## src/rtl/core/lcd_bar_graph_update_core_assert.svh

```systemverilog
// Assertion macros shared by the bar graph update core.
// Needs a clock named clk and an active-low synchronous reset named rst_n in scope.
`ifndef LCD_BAR_GRAPH_UPDATE_CORE_ASSERT_SVH
`define LCD_BAR_GRAPH_UPDATE_CORE_ASSERT_SVH

// Consequence must hold in the same cycle as the antecedent.
`define LBG_ASSERT_SAME(label, ante, cons, msg) \
  label: assert property (@(posedge clk) disable iff (!rst_n) (ante) |-> (cons)) \
    else $error(msg);

// Consequence must hold in the cycle after the antecedent.
`define LBG_ASSERT_NEXT(label, ante, cons, msg) \
  label: assert property (@(posedge clk) disable iff (!rst_n) (ante) |=> (cons)) \
    else $error(msg);

`endif

```

## src/rtl/core/lbg_pkg.sv

```systemverilog
// Shared constants, types and helper functions of the bar graph update core.
// No dependencies; every other file of the core but the assertion header refers to this package.
package lbg_pkg;

  localparam int MAX_CELLS   = 20;
  localparam int CELL_PIXELS = 5;

  localparam int SAMPLE_W   = 16;
  localparam int CELL_W     = 5;
  localparam int COL_W      = 6;
  localparam int ROW_W      = 2;
  localparam int OUT_COL_W  = 7;
  localparam int GLYPH_W    = 3;
  localparam int CFG_IDX_W  = 3;
  localparam int CFG_DATA_W = 16;

  localparam int PIX_W  = $clog2(MAX_CELLS * CELL_PIXELS + 1);
  localparam int NUM_W  = SAMPLE_W + PIX_W;
  localparam int STEP_W = (PIX_W > 1) ? $clog2(PIX_W) : 1;

  // Division by five as a multiply by 205/1024, exact for values below 1024.
  localparam int DIV5_MUL    = 205;
  localparam int DIV5_SHIFT  = 10;
  localparam int DIV5_PROD_W = DIV5_SHIFT + CELL_W;

  localparam logic [CFG_IDX_W-1:0] CFG_START_COLUMN = CFG_IDX_W'(0);
  localparam logic [CFG_IDX_W-1:0] CFG_START_ROW    = CFG_IDX_W'(1);
  localparam logic [CFG_IDX_W-1:0] CFG_BAR_CELLS    = CFG_IDX_W'(2);
  localparam logic [CFG_IDX_W-1:0] CFG_MIN_VALUE    = CFG_IDX_W'(3);
  localparam logic [CFG_IDX_W-1:0] CFG_MAX_VALUE    = CFG_IDX_W'(4);

  localparam logic [CELL_W-1:0]   BAR_CELLS_RESET = CELL_W'(16);
  localparam logic [SAMPLE_W-1:0] MAX_VALUE_RESET = SAMPLE_W'(1023);

  localparam logic [GLYPH_W-1:0] GLYPH_BLANK = GLYPH_W'(0);
  localparam logic [GLYPH_W-1:0] GLYPH_FULL  = GLYPH_W'(5);

  typedef enum logic [2:0] {
    EK_INIT_CURSOR,
    EK_UPD_CURSOR,
    EK_BLANK,
    EK_FULL,
    EK_PART
  } emit_kind_t;

  typedef enum logic [2:0] {
    CNT_HOLD,
    CNT_CLR,
    CNT_LOAD_SF,
    CNT_LOAD_USED,
    CNT_INC
  } cnt_op_t;

  typedef struct packed {
    logic       load;
    logic       prep;
    logic       mul;
    logic       div_step;
    logic       fin;
    logic       split;
    logic       emit;
    emit_kind_t kind;
    logic       last;
    cnt_op_t    cnt_op;
    logic       commit;
  } cmd_t;

  typedef struct packed {
    logic out_free;
    logic div_done;
    logic row_cleared;
    logic changed;
    logic cells_zero;
    logic full_gt;
    logic part_nz;
    logic blank_any;
    logic cnt_last_cells;
    logic cnt_last_full;
    logic cnt_last_end;
  } sts_t;

  function automatic logic [CELL_W-1:0] div5(input logic [PIX_W-1:0] pix);
    logic [DIV5_PROD_W-1:0] prod;
    prod = DIV5_PROD_W'(pix) * DIV5_PROD_W'(DIV5_MUL);
    return prod[DIV5_SHIFT +: CELL_W];
  endfunction

endpackage

```

## src/rtl/core/lbg_if.sv

```systemverilog
// Valid/ready channel interfaces of the bar graph update core.
// Depends on lbg_pkg for the field widths.
interface lbg_sample_if;
  logic                               valid;
  logic                               ready;
  logic signed [lbg_pkg::SAMPLE_W-1:0] sample;

  modport source (output valid, output sample, input ready);
  modport sink   (input valid, input sample, output ready);
endinterface

interface lbg_cmd_if;
  logic                           valid;
  logic                           ready;
  logic                           is_cursor;
  logic [lbg_pkg::OUT_COL_W-1:0]  cursor_column;
  logic [lbg_pkg::ROW_W-1:0]      cursor_row;
  logic [lbg_pkg::GLYPH_W-1:0]    glyph_code;
  logic                           last_command;

  modport source (output valid, output is_cursor, output cursor_column, output cursor_row,
                  output glyph_code, output last_command, input ready);
  modport sink   (input valid, input is_cursor, input cursor_column, input cursor_row,
                  input glyph_code, input last_command, output ready);
endinterface

```

## src/rtl/core/lbg_datapath.sv

```systemverilog
// Datapath: configuration registers, scaling and division, bar state and output register.
// Depends on lbg_pkg; driven by lbg_ctrl through cmd_t and reporting through sts_t.
module lbg_datapath (
  input  logic                                 clk,
  input  logic                                 rst_n,
  input  logic                                 cfg_we_i,
  input  logic [lbg_pkg::CFG_IDX_W-1:0]        cfg_index_i,
  input  logic [lbg_pkg::CFG_DATA_W-1:0]       cfg_wdata_i,
  input  logic signed [lbg_pkg::SAMPLE_W-1:0]  in_sample_i,
  input  lbg_pkg::cmd_t                        cmd_i,
  output lbg_pkg::sts_t                        sts_o,
  output logic                                 out_valid_o,
  input  logic                                 out_ready_i,
  output logic                                 out_is_cursor_o,
  output logic [lbg_pkg::OUT_COL_W-1:0]        out_cursor_column_o,
  output logic [lbg_pkg::ROW_W-1:0]            out_cursor_row_o,
  output logic [lbg_pkg::GLYPH_W-1:0]          out_glyph_code_o,
  output logic                                 out_last_command_o
);

  localparam int SW = lbg_pkg::SAMPLE_W;
  localparam int CW = lbg_pkg::CELL_W;
  localparam int PW = lbg_pkg::PIX_W;
  localparam int NW = lbg_pkg::NUM_W;
  localparam int TW = lbg_pkg::STEP_W;
  localparam int GW = lbg_pkg::GLYPH_W;
  localparam int OW = lbg_pkg::OUT_COL_W;

  typedef enum logic [1:0] {
    MODE_ZERO,
    MODE_FULL,
    MODE_DIV
  } mode_t;

  // Configuration
  logic [lbg_pkg::COL_W-1:0] start_column_r;
  logic [lbg_pkg::ROW_W-1:0] start_row_r;
  logic [CW-1:0]             bar_cells_r;
  logic signed [SW-1:0]      min_value_r;
  logic signed [SW-1:0]      max_value_r;

  // Bar as currently shown
  logic [PW-1:0] shown_pixels_r;
  logic [CW-1:0] shown_full_r;
  logic [CW-1:0] shown_used_r;
  logic          row_cleared_r;

  // Per-sample working registers
  logic signed [SW-1:0] sample_r;
  mode_t                mode_r;
  logic [SW-1:0]        v_r;
  logic [SW-1:0]        div_r;
  logic [NW-1:0]        rem_r;
  logic [PW-1:0]        q_r;
  logic [TW-1:0]        step_r;
  logic [PW-1:0]        pixels_r;
  logic                 changed_r;
  logic [CW-1:0]        full_r;
  logic [GW-1:0]        part_r;
  logic [CW-1:0]        used_r;
  logic [CW-1:0]        end_r;
  logic [CW-1:0]        cnt_r;

  // Output register
  logic          out_valid_r;
  logic          out_is_cursor_r;
  logic [OW-1:0] out_col_r;
  logic [lbg_pkg::ROW_W-1:0] out_row_r;
  logic [GW-1:0] out_glyph_r;
  logic          out_last_r;

  logic          out_is_cursor_nxt;
  logic [OW-1:0] out_col_nxt;
  logic [lbg_pkg::ROW_W-1:0] out_row_nxt;
  logic [GW-1:0] out_glyph_nxt;

  logic [CW-1:0]        cells;
  logic [PW-1:0]        c5;
  logic signed [SW:0]   s_ext;
  logic signed [SW:0]   lo_ext;
  logic signed [SW:0]   hi_ext;
  logic signed [SW:0]   d_ext;
  logic signed [SW:0]   v_ext;
  mode_t                mode_nxt;
  logic [NW-1:0]        dsh;
  logic [PW-1:0]        pix_nxt;
  logic [CW-1:0]        full_nxt;
  logic [GW-1:0]        part_nxt;
  logic [CW-1:0]        col_off;
  logic                 out_free;

  assign cells = (bar_cells_r > CW'(lbg_pkg::MAX_CELLS)) ? CW'(lbg_pkg::MAX_CELLS) : bar_cells_r;
  assign c5    = PW'(cells * lbg_pkg::CELL_PIXELS);

  always_ff @(posedge clk) begin
    if (!rst_n) begin
      start_column_r <= '0;
      start_row_r    <= '0;
      bar_cells_r    <= lbg_pkg::BAR_CELLS_RESET;
      min_value_r    <= '0;
      max_value_r    <= lbg_pkg::MAX_VALUE_RESET;
    end else if (cfg_we_i) begin
      case (cfg_index_i)
        lbg_pkg::CFG_START_COLUMN: start_column_r <= cfg_wdata_i[lbg_pkg::COL_W-1:0];
        lbg_pkg::CFG_START_ROW:    start_row_r    <= cfg_wdata_i[lbg_pkg::ROW_W-1:0];
        lbg_pkg::CFG_BAR_CELLS:    bar_cells_r    <= cfg_wdata_i[CW-1:0];
        lbg_pkg::CFG_MIN_VALUE:    min_value_r    <= cfg_wdata_i[SW-1:0];
        lbg_pkg::CFG_MAX_VALUE:    max_value_r    <= cfg_wdata_i[SW-1:0];
        default: ;
      endcase
    end
  end

  // Clamping decides the mode; only the in-range case needs the division.
  always_comb begin
    s_ext  = (SW+1)'(sample_r);
    lo_ext = (SW+1)'(min_value_r);
    hi_ext = (SW+1)'(max_value_r);
    d_ext  = hi_ext - lo_ext;
    v_ext  = s_ext - lo_ext;
    if (d_ext == '0) begin
      mode_nxt = MODE_ZERO;
    end else if (s_ext > hi_ext) begin
      mode_nxt = MODE_FULL;
    end else if (s_ext < lo_ext) begin
      mode_nxt = MODE_ZERO;
    end else begin
      mode_nxt = MODE_DIV;
    end
  end

  assign dsh = NW'(div_r) << step_r;

  always_comb begin
    case (mode_r)
      MODE_DIV:  pix_nxt = q_r;
      MODE_FULL: pix_nxt = c5;
      default:   pix_nxt = '0;
    endcase
  end

  assign full_nxt = lbg_pkg::div5(pixels_r);
  assign part_nxt = GW'(pixels_r - PW'(full_nxt * lbg_pkg::CELL_PIXELS));

  always_ff @(posedge clk) begin
    if (cmd_i.load) begin
      sample_r <= in_sample_i;
    end
    if (cmd_i.prep) begin
      mode_r <= mode_nxt;
      v_r    <= v_ext[SW-1:0];
      div_r  <= d_ext[SW-1:0];
    end
    if (cmd_i.mul) begin
      rem_r  <= NW'(v_r) * NW'(c5);
      q_r    <= '0;
      step_r <= TW'(PW - 1);
    end
    // Restoring division, one quotient bit per cycle from the top.
    if (cmd_i.div_step) begin
      if (rem_r >= dsh) begin
        rem_r         <= rem_r - dsh;
        q_r[step_r]   <= 1'b1;
      end
      step_r <= step_r - TW'(1);
    end
    if (cmd_i.fin) begin
      pixels_r  <= pix_nxt;
      changed_r <= (pix_nxt != shown_pixels_r);
    end
    if (cmd_i.split) begin
      full_r <= full_nxt;
      part_r <= part_nxt;
      used_r <= full_nxt + CW'(part_nxt != '0);
      end_r  <= (shown_used_r > CW'(lbg_pkg::MAX_CELLS)) ? CW'(lbg_pkg::MAX_CELLS)
                                                         : shown_used_r;
    end
    case (cmd_i.cnt_op)
      lbg_pkg::CNT_CLR:       cnt_r <= '0;
      lbg_pkg::CNT_LOAD_SF:   cnt_r <= shown_full_r;
      lbg_pkg::CNT_LOAD_USED: cnt_r <= used_r;
      lbg_pkg::CNT_INC:       cnt_r <= cnt_r + CW'(1);
      default: ;
    endcase
  end

  always_ff @(posedge clk) begin
    if (!rst_n) begin
      shown_pixels_r <= '0;
      shown_full_r   <= '0;
      shown_used_r   <= '0;
      row_cleared_r  <= 1'b0;
    end else if (cmd_i.commit) begin
      row_cleared_r <= 1'b1;
      if (changed_r) begin
        shown_pixels_r <= pixels_r;
        shown_full_r   <= full_r;
        shown_used_r   <= used_r;
      end
    end
  end

  // The update cursor lands on the first cell that changes.
  assign col_off  = (full_r > shown_full_r) ? shown_full_r : full_r;
  assign out_free = !out_valid_r || out_ready_i;

  always_ff @(posedge clk) begin
    if (!rst_n) begin
      out_valid_r <= 1'b0;
    end else if (cmd_i.emit) begin
      out_valid_r <= 1'b1;
    end else if (out_ready_i) begin
      out_valid_r <= 1'b0;
    end
  end

  always_comb begin
    out_is_cursor_nxt = 1'b0;
    out_col_nxt       = '0;
    out_row_nxt       = '0;
    out_glyph_nxt     = lbg_pkg::GLYPH_BLANK;
    case (cmd_i.kind)
      lbg_pkg::EK_INIT_CURSOR: begin
        out_is_cursor_nxt = 1'b1;
        out_col_nxt       = OW'(start_column_r);
        out_row_nxt       = start_row_r;
      end
      lbg_pkg::EK_UPD_CURSOR: begin
        out_is_cursor_nxt = 1'b1;
        out_col_nxt       = OW'(start_column_r) + OW'(col_off);
        out_row_nxt       = start_row_r;
      end
      lbg_pkg::EK_FULL: out_glyph_nxt = lbg_pkg::GLYPH_FULL;
      lbg_pkg::EK_PART: out_glyph_nxt = part_r;
      default:          out_glyph_nxt = lbg_pkg::GLYPH_BLANK;
    endcase
  end

  always_ff @(posedge clk) begin
    if (cmd_i.emit) begin
      out_last_r      <= cmd_i.last;
      out_is_cursor_r <= out_is_cursor_nxt;
      out_col_r       <= out_col_nxt;
      out_row_r       <= out_row_nxt;
      out_glyph_r     <= out_glyph_nxt;
    end
  end

  assign out_valid_o         = out_valid_r;
  assign out_is_cursor_o     = out_is_cursor_r;
  assign out_cursor_column_o = out_col_r;
  assign out_cursor_row_o    = out_row_r;
  assign out_glyph_code_o    = out_glyph_r;
  assign out_last_command_o  = out_last_r;

  always_comb begin
    sts_o.out_free       = out_free;
    sts_o.div_done       = (step_r == '0);
    sts_o.row_cleared    = row_cleared_r;
    sts_o.changed        = changed_r;
    sts_o.cells_zero     = (cells == '0);
    sts_o.full_gt        = (full_r > shown_full_r);
    sts_o.part_nz        = (part_r != '0);
    sts_o.blank_any      = (used_r < end_r);
    sts_o.cnt_last_cells = (cnt_r == CW'(cells - CW'(1)));
    sts_o.cnt_last_full  = (cnt_r == CW'(full_r - CW'(1)));
    sts_o.cnt_last_end   = (cnt_r == CW'(end_r - CW'(1)));
  end

endmodule

```

## src/rtl/core/lbg_ctrl.sv

```systemverilog
// Controller: sequences scaling, division and the run of display commands for one sample.
// Depends on lbg_pkg and the assertion macros in lcd_bar_graph_update_core_assert.svh.
`include "lcd_bar_graph_update_core_assert.svh"

module lbg_ctrl (
  input  logic          clk,
  input  logic          rst_n,
  input  logic          in_valid_i,
  output logic          in_ready_o,
  input  lbg_pkg::sts_t sts_i,
  output lbg_pkg::cmd_t cmd_o
);

  typedef enum logic [12:0] {
    ST_IDLE       = 13'h0001,
    ST_PREP       = 13'h0002,
    ST_MUL        = 13'h0004,
    ST_DIV        = 13'h0008,
    ST_FIN        = 13'h0010,
    ST_SPLIT      = 13'h0020,
    ST_INIT_CUR   = 13'h0040,
    ST_INIT_BLANK = 13'h0080,
    ST_CUR        = 13'h0100,
    ST_FULL       = 13'h0200,
    ST_PART       = 13'h0400,
    ST_BLANK      = 13'h0800,
    ST_DONE       = 13'h1000
  } state_t;

  state_t state_r;
  state_t state_nxt;

  always_ff @(posedge clk) begin
    if (!rst_n) begin
      state_r <= ST_IDLE;
    end else begin
      state_r <= state_nxt;
    end
  end

  always_comb begin
    state_nxt     = state_r;
    cmd_o         = '0;
    cmd_o.kind    = lbg_pkg::EK_BLANK;
    cmd_o.cnt_op  = lbg_pkg::CNT_HOLD;
    in_ready_o    = 1'b0;
    case (state_r)
      ST_IDLE: begin
        in_ready_o = 1'b1;
        if (in_valid_i) begin
          cmd_o.load = 1'b1;
          state_nxt  = ST_PREP;
        end
      end
      ST_PREP: begin
        cmd_o.prep = 1'b1;
        state_nxt  = ST_MUL;
      end
      ST_MUL: begin
        cmd_o.mul = 1'b1;
        state_nxt = ST_DIV;
      end
      ST_DIV: begin
        cmd_o.div_step = 1'b1;
        if (sts_i.div_done) begin
          state_nxt = ST_FIN;
        end
      end
      ST_FIN: begin
        cmd_o.fin = 1'b1;
        state_nxt = ST_SPLIT;
      end
      ST_SPLIT: begin
        cmd_o.split = 1'b1;
        if (!sts_i.row_cleared) begin
          state_nxt = ST_INIT_CUR;
        end else if (sts_i.changed) begin
          state_nxt = ST_CUR;
        end else begin
          state_nxt = ST_DONE;
        end
      end
      ST_INIT_CUR: begin
        if (sts_i.out_free) begin
          cmd_o.emit   = 1'b1;
          cmd_o.kind   = lbg_pkg::EK_INIT_CURSOR;
          cmd_o.last   = sts_i.cells_zero && !sts_i.changed;
          cmd_o.cnt_op = lbg_pkg::CNT_CLR;
          if (!sts_i.cells_zero) begin
            state_nxt = ST_INIT_BLANK;
          end else if (sts_i.changed) begin
            state_nxt = ST_CUR;
          end else begin
            state_nxt = ST_DONE;
          end
        end
      end
      ST_INIT_BLANK: begin
        if (sts_i.out_free) begin
          cmd_o.emit   = 1'b1;
          cmd_o.kind   = lbg_pkg::EK_BLANK;
          cmd_o.last   = sts_i.cnt_last_cells && !sts_i.changed;
          cmd_o.cnt_op = lbg_pkg::CNT_INC;
          if (sts_i.cnt_last_cells) begin
            state_nxt = sts_i.changed ? ST_CUR : ST_DONE;
          end
        end
      end
      ST_CUR: begin
        if (sts_i.out_free) begin
          cmd_o.emit = 1'b1;
          cmd_o.kind = lbg_pkg::EK_UPD_CURSOR;
          cmd_o.last = !sts_i.full_gt && !sts_i.part_nz && !sts_i.blank_any;
          if (sts_i.full_gt) begin
            cmd_o.cnt_op = lbg_pkg::CNT_LOAD_SF;
            state_nxt    = ST_FULL;
          end else if (sts_i.part_nz) begin
            state_nxt = ST_PART;
          end else if (sts_i.blank_any) begin
            cmd_o.cnt_op = lbg_pkg::CNT_LOAD_USED;
            state_nxt    = ST_BLANK;
          end else begin
            state_nxt = ST_DONE;
          end
        end
      end
      ST_FULL: begin
        if (sts_i.out_free) begin
          cmd_o.emit   = 1'b1;
          cmd_o.kind   = lbg_pkg::EK_FULL;
          cmd_o.last   = sts_i.cnt_last_full && !sts_i.part_nz && !sts_i.blank_any;
          cmd_o.cnt_op = lbg_pkg::CNT_INC;
          if (sts_i.cnt_last_full) begin
            if (sts_i.part_nz) begin
              state_nxt = ST_PART;
            end else if (sts_i.blank_any) begin
              cmd_o.cnt_op = lbg_pkg::CNT_LOAD_USED;
              state_nxt    = ST_BLANK;
            end else begin
              state_nxt = ST_DONE;
            end
          end
        end
      end
      ST_PART: begin
        if (sts_i.out_free) begin
          cmd_o.emit = 1'b1;
          cmd_o.kind = lbg_pkg::EK_PART;
          cmd_o.last = !sts_i.blank_any;
          if (sts_i.blank_any) begin
            cmd_o.cnt_op = lbg_pkg::CNT_LOAD_USED;
            state_nxt    = ST_BLANK;
          end else begin
            state_nxt = ST_DONE;
          end
        end
      end
      ST_BLANK: begin
        if (sts_i.out_free) begin
          cmd_o.emit   = 1'b1;
          cmd_o.kind   = lbg_pkg::EK_BLANK;
          cmd_o.last   = sts_i.cnt_last_end;
          cmd_o.cnt_op = lbg_pkg::CNT_INC;
          if (sts_i.cnt_last_end) begin
            state_nxt = ST_DONE;
          end
        end
      end
      ST_DONE: begin
        cmd_o.commit = 1'b1;
        state_nxt    = ST_IDLE;
      end
      default: begin
        state_nxt = ST_IDLE;
      end
    endcase
  end

  `LBG_ASSERT_SAME(a_emit_needs_room, cmd_o.emit, sts_i.out_free, "command issued into a full output register")
  `LBG_ASSERT_NEXT(a_accept_starts, in_valid_i && in_ready_o, state_r == ST_PREP, "accepted sample did not start processing")
  `LBG_ASSERT_NEXT(a_last_ends_run, cmd_o.emit && cmd_o.last, state_r == ST_DONE, "final command not followed by state update")

endmodule

```

## src/rtl/core/lcd_bar_graph_update_core.sv

```systemverilog
// Character display bar graph updater: turns each sample into a run of cursor and glyph commands.
// Channels use lbg_sample_if and lbg_cmd_if; controller lbg_ctrl drives datapath lbg_datapath.
//
// Usage:
//   in_if carries one signed 16-bit sample per transaction; out_if carries one display
//   command per transaction, with last_command set on the final command of a sample.
//   cfg_we/cfg_index/cfg_wdata write the five settings (start column, start row, cell count,
//   minimum, maximum); writes are to be made by the user while no sample is in progress,
//   as the core itself does not enforce this. A sample is accepted only when the core is idle.
//   Scaling (clamp, a 16x7 multiply and a 7-step restoring division, one quotient bit per
//   cycle) comes before the first command reaches the output register; the commands follow,
//   each waiting while the output register is full, and a final state updates the stored bar.
//   A sample yields 0 to 42 commands. The output register holds one command; while the
//   receiver stalls the core waits with the next command, and the last command of a sample
//   may still be waiting while the next sample is taken in.
//   After reset the settings take their default values, the stored bar is empty and the
//   first sample is preceded by a cursor set and a blank row over the whole bar.
module lcd_bar_graph_update_core (
  input  logic                            clk,
  input  logic                            rst_n,
  lbg_sample_if.sink                      in_if,
  lbg_cmd_if.source                       out_if,
  input  logic                            cfg_we,
  input  logic [lbg_pkg::CFG_IDX_W-1:0]   cfg_index,
  input  logic [lbg_pkg::CFG_DATA_W-1:0]  cfg_wdata
);

  lbg_pkg::cmd_t cmd;
  lbg_pkg::sts_t sts;
  logic          in_ready;

  assign in_if.ready = in_ready;

  lbg_ctrl u_ctrl (
    .clk        (clk),
    .rst_n      (rst_n),
    .in_valid_i (in_if.valid),
    .in_ready_o (in_ready),
    .sts_i      (sts),
    .cmd_o      (cmd)
  );

  lbg_datapath u_datapath (
    .clk                 (clk),
    .rst_n               (rst_n),
    .cfg_we_i            (cfg_we),
    .cfg_index_i         (cfg_index),
    .cfg_wdata_i         (cfg_wdata),
    .in_sample_i         (in_if.sample),
    .cmd_i               (cmd),
    .sts_o               (sts),
    .out_valid_o         (out_if.valid),
    .out_ready_i         (out_if.ready),
    .out_is_cursor_o     (out_if.is_cursor),
    .out_cursor_column_o (out_if.cursor_column),
    .out_cursor_row_o    (out_if.cursor_row),
    .out_glyph_code_o    (out_if.glyph_code),
    .out_last_command_o  (out_if.last_command)
  );

endmodule
```

## src/flat_wrapper.sv

```systemverilog
// flat-port wrapper written by rule: the top's interface ports become plain ports
module lcd_bar_graph_update_core_flat 
  (clk, rst_n, cfg_we, cfg_index, cfg_wdata, in_if_valid, in_if_sample, in_if_ready, out_if_valid, out_if_is_cursor, out_if_cursor_column, out_if_cursor_row, out_if_glyph_code, out_if_last_command, out_if_ready);
  lbg_sample_if in_if_i ();
  lbg_cmd_if out_if_i ();
  input  logic clk;
  input  logic rst_n;
  input  logic cfg_we;
  input  logic [lbg_pkg::CFG_IDX_W-1:0] cfg_index;
  input  logic [lbg_pkg::CFG_DATA_W-1:0] cfg_wdata;
  input wire logic [$bits(in_if_i.valid)-1:0] in_if_valid;
  input wire logic [$bits(in_if_i.sample)-1:0] in_if_sample;
  output wire logic [$bits(in_if_i.ready)-1:0] in_if_ready;
  output wire logic [$bits(out_if_i.valid)-1:0] out_if_valid;
  output wire logic [$bits(out_if_i.is_cursor)-1:0] out_if_is_cursor;
  output wire logic [$bits(out_if_i.cursor_column)-1:0] out_if_cursor_column;
  output wire logic [$bits(out_if_i.cursor_row)-1:0] out_if_cursor_row;
  output wire logic [$bits(out_if_i.glyph_code)-1:0] out_if_glyph_code;
  output wire logic [$bits(out_if_i.last_command)-1:0] out_if_last_command;
  input wire logic [$bits(out_if_i.ready)-1:0] out_if_ready;
  assign in_if_i.valid = in_if_valid;
  assign in_if_i.sample = in_if_sample;
  assign in_if_ready = in_if_i.ready;
  assign out_if_valid = out_if_i.valid;
  assign out_if_is_cursor = out_if_i.is_cursor;
  assign out_if_cursor_column = out_if_i.cursor_column;
  assign out_if_cursor_row = out_if_i.cursor_row;
  assign out_if_glyph_code = out_if_i.glyph_code;
  assign out_if_last_command = out_if_i.last_command;
  assign out_if_i.ready = out_if_ready;
  lcd_bar_graph_update_core u_core (.clk(clk), .rst_n(rst_n), .in_if(in_if_i), .out_if(out_if_i), .cfg_we(cfg_we), .cfg_index(cfg_index), .cfg_wdata(cfg_wdata));
endmodule
```

## config.mk

```make
export PLATFORM = sky130hd
export DESIGN_NAME = lcd_bar_graph_update_core_flat
export DESIGN_NICKNAME = d
export VERILOG_FILES = /design/src/rtl/core/lbg_pkg.sv /design/src/rtl/core/lbg_if.sv /design/src/rtl/core/lbg_datapath.sv /design/src/rtl/core/lbg_ctrl.sv /design/src/rtl/core/lcd_bar_graph_update_core.sv /design/src/flat_wrapper.sv
export VERILOG_INCLUDE_DIRS = /design/src /design/src/rtl/core
export SDC_FILE = /design/constraint.sdc
export NUM_CORES = 1
export LEC_CHECK = 0
export BUFFER_PORTS_ARGS = -buffer_cell sky130_fd_sc_hd__buf_2
export CORE_MARGIN = 4
export CORE_UTILIZATION = 45
export CTS_CLUSTER_SIZE = 40
export DETAILED_ROUTE_END_ITERATION = 6
export PLACE_DENSITY_LB_ADDON = 0.08
export SYNTH_ARGS = -nofsm -noshare
export SYNTH_HDL_FRONTEND = slang
export SYNTH_SLANG_ARGS = --single-unit
export TNS_END_PERCENT = 30
```

## constraint.sdc

```tcl
create_clock -name clk -period 9.9 [get_ports clk]
set_clock_uncertainty 0.2 [all_clocks]
set_input_delay 0.99 -clock clk [delete_from_list [all_inputs] [get_ports clk]]
set_output_delay 0.99 -clock clk [all_outputs]
set_load 0.03 [all_outputs]
```

==> impl_metrics.yaml <==
run_status:
  outcome: "finished, final reports clean"
power:
  total_power_mw: 2.72
  pwr_density_cell_nw_per_um2: 148
  internal-power_mw: 1.86
  clockPowerShare: 0.357
  vdd.ir_drop.worst_mv: 0.117
  power.share.switching: 0.316
  cellLeakagePower_nw: 7.89
  pwr-share-comb: 0.280
  net-switching-power_mw: 0.861
  power_frac_seq: 0.363
sta:
  final-hold-violation-count: 0
  setup-violations-final: 0
  min_period_over_period: 0.775
  rsz0062_at_grt: "no"
  finalSetupTns_ns: 0
  worst-slew-pin-transition_ns: 1.13
  final.setup.worst_slack_ns: 2.23
  fmaxAchievable_mhz: 130
  relSlewSlack: 0.249
  final_period_minus_worst_setup_slack_ns: 7.67
  timing.final.max_slew_violations: 0
clocking:
  clock_latency_ns: 0.54
  cts_hold_buffers: 0
  numClockSinks: 205
  cts-htree-levels: 1
  postCtsResizedCells: 0
  clk_path_buf_depth: 3
  post-cts-setup-buffer-count: 0
  worst_setup_hold_path_clk_slew_ns: 0.06
  cts_tree: "yes"
  cts-root-buf: "clkbuf_16"
  tritoncts.num_buffers: 24
setup_path:
  crit_type: "flip-flop to flip-flop"
  rr_worst_depth: 25
  minimum_setup_slack_among_reg_to_reg_paths_ns: 2.23
  timing.critical_path.slowest_stage_cell: "fa_1"
  worstReg2RegEnd: "u_core.u_datapath.rem_r[22]$_DFF_P_"
  max_stage_delay_ns: 0.83
  cp_data_arrival_time_ns: 7.91
  cp-start-kind: "flip-flop"
  rr_startpoint: "u_core.u_datapath.bar_cells_r[3]$_SDFFE_PN0P_"
  timing.critical_path.to_type: "flip-flop"
  required_ns: 10.14
  crit_fanout: 17
  worst_setup_path_endpoint: "u_core.u_datapath.rem_r[22]$_DFF_P_"
  critical_path.startpoint: "u_core.u_datapath.bar_cells_r[3]$_SDFFE_PN0P_"
final_layout:
  nFillCells: 3571
  mostFrequentLayoutCells: "218 x nand2_1, 217 x inv_1, 178 x ha_1, 129 x a21oi_1, 123 x nor2_1"
  antenna_cells: 0
  area_growth_syn_to_layout_pct: 9.38
  fin_area_um2: 18300
  ff_latch_area_um2: 5080
  multiInputGateArea_um2: 10600
  final_nets: 2182
  mostFrequentLayoutCell: "nand2_1"
  final_layout_size_suffix_gt1_frac: 0.0690
routing:
  post-route-drc-count: 0
  route.detailed.vias_per_inst: 5.46
  routed-via-count: 12932
  routedWlPerCell_um: 17.6
  ant_nets: 0
  drt-total-wl_um: 41700
  detailedRoute.firstPassIterationCount: 5
  initialDrtViolationCount: 813
synthesis:
  synth_fp_nets: 2150
  synth-main-ff-cell: "dfxtp_1"
  post_synth.cell_area_avg_um2: 9.06
  synthesis.yosys.warnings: 0
  synthCells: 1849
  synth_cell_type_count: 78
  count_of_flip_flops_with_a_built_in_enable_after_synthesis: 98
  netlist_area_um2: 16700
  synth_top_cell_area_share: 0.176
  synthTopCellsByArea: "edfxtp_1 18%, ha_1 13%, dfxtp_1 13%"
  synth_largest_area_cell: "edfxtp_1"
  seq_area_frac_synth: 0.304
  yosys_register_bits: 205
  asyncSetResetFlopFracSynth: 0
global_routing:
  grt_pass1_vias: 12899
  maximum_number_of_pins_on_one_net_before_global_route_repair: 59
  grt_pass1_wl_um: 68200
  grtUsageTotal: 0.205
  initial_antenna_violation_count: 0
  global_route.overflow_total: 0
floorplanning:
  floorplan.rows: 70
  floorplan.io_pins: 56
  core_area_um2: 36700
  die_x_um: 201
  dieArea_um2: 40400
  die_h_um: 201
  initial_utilization: 0.456
place:
  dp_hpwl_um: 32800
  place_ws_ns: 2.31
  detailed_place.area_um2: 17500
  routabilityCongestion: 0.884
  buffer_ports.inserted: 55
job:
  max_cap_viol_count: 0
worst_hold_path:
  worst_hold_path_type: "flip-flop to flip-flop"
## cell families (layout without fill, tap and decap cells)
| kind of cell | Yosys count | in the layout | share of synthesized area |
|---|---|---|---|
| buffers and inverters | 276 | 326 | 0.0619 |
| AND/OR/NAND/NOR | 585 | 585 | 0.168 |
| multiplexers | 51 | 51 | 0.0391 |
| XOR/XNOR | 109 | 109 | 0.0570 |
| AO/OA/AOI/OAI | 362 | 362 | 0.138 |
| flip-flops | 205 | 205 | 0.304 |
| adder cells (fa/ha/maj) | 261 | 261 | 0.232 |
## per-stage QoR
stage / hold slack, ns / instances / utilization
floorplan: 0.227 / 1849 / -
global placement: 0.241 / 2323 / 0.476
detailed placement: 0.248 / 2323 / 0.476
CTS: 0.256 / 2367 / 0.499
global route: 0.274 / 2367 / 0.499
finish: 0.252 / 2367 / 0.499
## worst min path at each step
stage	from	to	slack [ns]	depth (start not counted)
3_5_place_dp	u_core.u_datapath.min_value_r[11]$_SDFFE_PN0P_	u_core.u_datapath.min_value_r[11]$_SDFFE_PN0P_	0.25	2
5_1_grt	u_core.u_datapath.min_value_r[13]$_SDFFE_PN0P_	u_core.u_datapath.min_value_r[13]$_SDFFE_PN0P_	0.27	2
3_3_place_gp	u_core.u_datapath.shown_used_r[1]$_SDFFE_PN0P_	u_core.u_datapath.shown_used_r[1]$_SDFFE_PN0P_	0.24	2
2_1_floorplan	u_core.u_datapath.shown_used_r[0]$_SDFFE_PN0P_	u_core.u_datapath.shown_used_r[0]$_SDFFE_PN0P_	0.23	2
6_report	u_core.u_datapath.shown_used_r[1]$_SDFFE_PN0P_	u_core.u_datapath.shown_used_r[1]$_SDFFE_PN0P_	0.25	2
4_1_cts	u_core.u_datapath.min_value_r[11]$_SDFFE_PN0P_	u_core.u_datapath.min_value_r[11]$_SDFFE_PN0P_	0.26	2
## cells in the mapped netlist, drive strengths merged, types with 47 or more instances
cell	instances
nor2	124
ha	178
inv	219
clkbuf	47
a21oi	130
dfxtp	107
edfxtp	98
o21ai	60
xnor2	60
fa	83
xor2	49
nand2	218
## routing by layer
metal / up-vias / wire length [um] / track usage
li1: 6443 / - / -
met1: 6155 / 21000 / 0.308
met2: 277 / 17900 / 0.316
met3: 57 / 1850 / 0.0247
met4: 0 / 961 / 0.0492
met5: - / 0 / 0
## final cells by class
type | instances | share of cell area
tap | 468 | 0.0320
sequential | 205 | 0.278
clock inverter | 14 | 0.0114
inverter | 219 | 0.0449
multi-input combinational | 1368 | 0.580
timing repair buffer | 63 | 0.0183
clock buffer | 30 | 0.0357
## state kept, by name, indices dropped and copies added, names as in the netlist, 6 cells and up
| signal | flops |
|---|---|
| u_core.u_datapath.min_value_r | 16 |
| u_core.u_datapath.pixels_r | 7 |
| u_core.u_datapath.sample_r | 16 |
| u_core.u_ctrl.state_r | 13 |
| u_core.u_datapath.v_r | 16 |
| u_core.u_datapath.rem_r | 23 |
| u_core.u_datapath.out_cursor_column_o | 7 |
| u_core.u_datapath.start_column_r | 6 |
| u_core.u_datapath.max_value_r | 16 |
| u_core.u_datapath.q_r | 7 |
| u_core.u_datapath.shown_pixels_r | 7 |
| u_core.u_datapath.div_r | 16 |
## power groups by stage
stage / combinational [mW] / clock, mW / sequential (mW)
4_1_cts: 0.764 / 0.993 / 0.985
3_5_place_dp: 0.757 / 0 / 1.00
2_1_floorplan: 0.590 / 0 / 0.984
3_3_place_gp: 0.754 / 0 / 1.00
5_1_grt: 0.872 / 1.03 / 0.991
6_report: 0.762 / 0.972 / 0.986
## critical path, delay by kind of cell, from the launching register on
family                     cells  cell delay, ns
adders and majority gates      8            3.74
and+or+nand+nor                5            1.62
AOI/OAI and AO/OA              7            1.37
DFF                            1            0.37
buffers and inverters          5            0.25
No activity file was read; power rests on OpenSTA's default activity.
